==> config.mk <==
export PLATFORM = sky130hd
export DESIGN_NAME = slm_mul
export DESIGN_NICKNAME = d
export VERILOG_FILES = /design/src/rtl/slm_mul.sv
export SDC_FILE = /design/constraint.sdc
export NUM_CORES = 2
export LEC_CHECK = 0
export ABC_AREA = 1
export BUFFER_PORTS_ARGS = -buffer_cell sky130_fd_sc_hd__buf_2
export CORE_MARGIN = 4
export CORE_UTILIZATION = 50
export CTS_CLUSTER_DIAMETER = 120
export DETAILED_ROUTE_END_ITERATION = 16
export PLACE_DENSITY = 0.64
export SYNTH_ARGS = -nofsm -noshare
export SYNTH_HDL_FRONTEND = slang
export SYNTH_SLANG_ARGS = --single-unit
export TNS_END_PERCENT = 1
==> constraint.sdc <==
create_clock -name clk -period 8.5 [get_ports clk]
set_input_delay 0.425 -clock clk [delete_from_list [all_inputs] [get_ports clk]]
set_output_delay 0.425 -clock clk [all_outputs]
set_load 0.005 [all_outputs]
==> src/rtl/slm_mul.sv <==
`timescale 1ns / 1ps
module slm_mul #(
    parameter int AW = 32,
    parameter int BW = 32
) (
    input  logic                    clk,
    input  logic                    en,
    input  logic signed [AW-1:0]    a,
    input  logic signed [BW-1:0]    b,
    output logic signed [AW+BW-1:0] p
);
    // sign-magnitude, one 32x32 limb product per stage
    localparam int PW  = AW + BW;
    localparam int NA  = (AW + 31) / 32;
    localparam int NB  = (BW + 31) / 32;
    localparam int NS  = NA * NB;
    localparam int AXW = NA * 32;
    localparam int BXW = NB * 32;
    localparam int XW  = AXW + BXW;

    logic [AW-1:0]  a_mag;
    logic [BW-1:0]  b_mag;
    logic [AXW-1:0] am_reg  [NS];
    logic [BXW-1:0] bm_reg  [NS];
    logic           sg_reg  [NS+1];
    logic [XW-1:0]  acc_reg [NS+1];
    logic [PW-1:0]  p_reg;

    assign a_mag = a[AW-1] ? AW'(-a) : AW'(a);
    assign b_mag = b[BW-1] ? BW'(-b) : BW'(b);

    always_ff @(posedge clk)
    begin
        if (en)
        begin
            am_reg[0]  <= AXW'(a_mag);
            bm_reg[0]  <= BXW'(b_mag);
            sg_reg[0]  <= a[AW-1] ^ b[BW-1];
            acc_reg[0] <= '0;
        end
    end

    genvar k;
    generate
        for (k = 0; k < NS; k++) begin : g_limb
            logic [63:0] part;
            assign part = 64'(am_reg[k][32 * (k / NB) +: 32]) *
                          64'(bm_reg[k][32 * (k % NB) +: 32]);
            always_ff @(posedge clk)
            begin
                if (en)
                begin
                    acc_reg[k+1] <= acc_reg[k] + (XW'(part) << (32 * (k / NB + k % NB)));
                    sg_reg[k+1]  <= sg_reg[k];
                end
            end
            if (k + 1 < NS) begin : g_pass
                always_ff @(posedge clk)
                begin
                    if (en)
                    begin
                        am_reg[k+1] <= am_reg[k];
                        bm_reg[k+1] <= bm_reg[k];
                    end
                end
            end
        end
    endgenerate

    always_ff @(posedge clk)
    begin
        if (en)
        begin
            p_reg <= sg_reg[NS] ? -PW'(acc_reg[NS]) : PW'(acc_reg[NS]);
        end
    end

    assign p = p_reg;
endmodule

==> impl_metrics.json <==
{
  "slew_headroom": 0.212,
  "drt-initial-drc-count": 2651,
  "cp-start-kind": "flip-flop",
  "tns_ns": 0,
  "finalSetupViolations": 0,
  "fp.dieArea_sq_mm": 0.0969,
  "ant_nets": 0,
  "place.gp.congestion": 0.957,
  "outcome": "finished, final reports clean",
  "wirelength_microns": 122000,
  "maxSlewViolCount": 0,
  "cts-buffers-inserted": 17,
  "post_cts_resized": 0,
  "grt_usage": 0.260,
  "dr.pass1.iters": 6,
  "syn_inst": 6004,
  "synth_flop_cell": "edfxtp_1",
  "synthMuxAreaShare": 0,
  "htree_levels": 4,
  "clock.fmax_mhz": 134,
  "end_kind": "flip-flop",
  "core_area_sq_mm": 0.0906,
  "dpl.cell_count": 7189,
  "synth_top_family_by_area": "adder cells",
  "synth_compound_area_frac": 0.0136,
  "min_period_over_period": 0.877,
  "seq_area_frac_synth": 0.127,
  "die_w_microns": 311,
  "synth_largest_area_cell": "fa_1",
  "clk_pin_slew_ns": 0.10,
  "yosysMostFrequentCell": "inv_1",
  "portBuffers": 129,
  "yosys_warnings": 0,
  "clockRootBuffer": "clkbuf_16",
  "worstPathArrival_ns": 7.75,
  "cts_setup_buffers": 0,
  "grt_first_pass_wirelength_microns": 201000,
  "instances_no_fill": 7221,
  "period_needed_ns": 7.46,
  "pin_count": 130,
  "synth_edf_count": 194,
  "num_antenna_cells": 0,
  "yosys_register_bits": 194,
  "postCtsHoldBufs": 0,
  "worst_pin_slew_ns": 1.18,
  "synth_nets": 7232,
  "critPathMaxFanout": 22,
  "syn_area_sq_mm": 0.0460,
  "cts_tree": "yes",
  "fillers": 8704,
  "netlist.area_leader.share": 0.390,
  "synthDistinctLibCells": 40,
  "fin_skew_ns": 0.0256,
  "initial_core_util": 0.508,
  "grt.overflow.total": 0,
  "rows": 110,
  "synth_common_cells": "1872 x inv_1, 1810 x nand2_1, 896 x fa_1",
  "grt_max_degree": 68,
  "synthTopCellsByArea": "fa_1 39%, inv_1 15%, nand2_1 15%",
  "dp_hpwl_microns": 104000,
  "hold_path_class": "in -> reg",
  "synth_xor_area_frac": 0.0250,
  "drive_gt1_frac": 0.0510,
  "clk_latency_ns": 0.52,
  "clk_path_buf_depth": 2,
  "finalNetCount": 7260,
  "grt_pass1_vias": 37517,
  "crit_type": "reg -> reg",
  "route.detailed.drc": 0,
  "synth_adder_area_share": 0.462,
  "async_reset_ff_frac": 0,
  "avgRoutedWirePerCell_microns": 16.9,
  "drv_cap": 0,
  "hold_viol": 0,
  "area_growth_pct": 5.67,
  "viasPerCell": 4.96,
  "vias": 35837,
  "synth-simple-area-share": 0.202,
  "dieHeight_microns": 311,
  "cts.sinks": 194,
  "rsz0062_at_grt": "no",
  "synth_area_per_cell_sq_um": 7.66,
  "antenna_found_initial": 1,
  "required_ns": 8.79
}
## layout by cell type, fill, tap and decap left out, types with 5 or more instances in the layout
cell,Yosys,final
nand2_1,1810,1810
fa_1,896,896
o21bai_1,12,12
buf_2,3,128
nor2_1,245,245
inv_2,5,5
xor2_1,117,117
ha_1,266,266
nand3_1,128,128
nor2_2,15,15
edfxtp_1,194,194
nand3_2,9,9
nand3b_1,5,5
clkbuf_16,0,17
o21ai_0,39,39
xnor2_1,14,14
nor2_4,5,5
nand4_1,46,46
a21oi_1,48,48
nor3_2,7,7
nand2_2,9,9
inv_1,1872,1872
nor3_1,24,24
buf_4,0,88
## stage by stage
stage | utilization | hold WS [ns] | worst slack, ns | instance area (sq um)
after floorplan | - | 0.400 | 2.26 | 46000
final | 0.537 | 0.105 | 1.04 | 48600
after global routing | 0.537 | 0.0897 | 0.632 | 48600
after global placement | 0.530 | 0.412 | 1.01 | 48000
after detailed placement | 0.530 | 0.416 | 1.10 | 48000
after CTS | 0.537 | 0.0762 | 1.09 | 48600
## metal layers
| layer | up-vias | track usage | wire, microns |
|---|---|---|---|
| met1 | 17695 | 0.356 | 52200 |
| met2 | 1070 | 0.440 | 59600 |
| li1 | 16912 | - | - |
| met5 | - | 0 | 0 |
| met4 | 0 | 0.0702 | 2920 |
| met3 | 160 | 0.0352 | 7390 |
## critical path, cell delays in order (launching register included)
cell and delay (ns):
edfxtp_1 1.00, buf_4 0.30, nand2_1 0.08, fa_1 0.56, fa_1 0.54, fa_1 0.52, fa_1 0.51, inv_1 0.05
fa_1 0.60, fa_1 0.45, fa_1 0.49, inv_1 0.05, fa_1 0.47, inv_1 0.04, ha_1 0.46, nand2_1 0.12
nor2_1 0.21, and2_1 0.26, nand2_1 0.15, nor3_1 0.15, nand2_1 0.09, nand3_1 0.09, nand2_1 0.06
## cell type report
type	instances	area, sq um	area share
sequential	194	5830	0.120
timing repair buffer	217	1320	0.0271
clock inverter	14	174	0.00358
clock buffer	18	429	0.00883
inverter	1878	7050	0.145
multi-input combinational	3724	32300	0.665
tap	1176	1470	0.0303
## final timing paths
check	startpoint	endpoint	slack [ns]	depth (start not counted)
max reg2reg	bm_reg[0][8]	acc_reg[0][116]	1.04	22
min reg2reg	sg_reg[0][0]	sg_reg[0][1]	0.44	0
min	b[0]	bm_reg[0][0]	0.11	1
max	bm_reg[0][8]	acc_reg[0][116]	1.04	22
## cells by family after synthesis
logic type,Yosys count
AO/OA/AOI/OAI,112
buffers and inverters,2086
AND/OR/NAND/NOR,2319
XOR/XNOR,131
adder cells (fa/ha/maj),1162
flip-flops,194
Power is not shown: default switching activity piles up to over one toggle a cycle in this logic, so the estimate is an artifact.
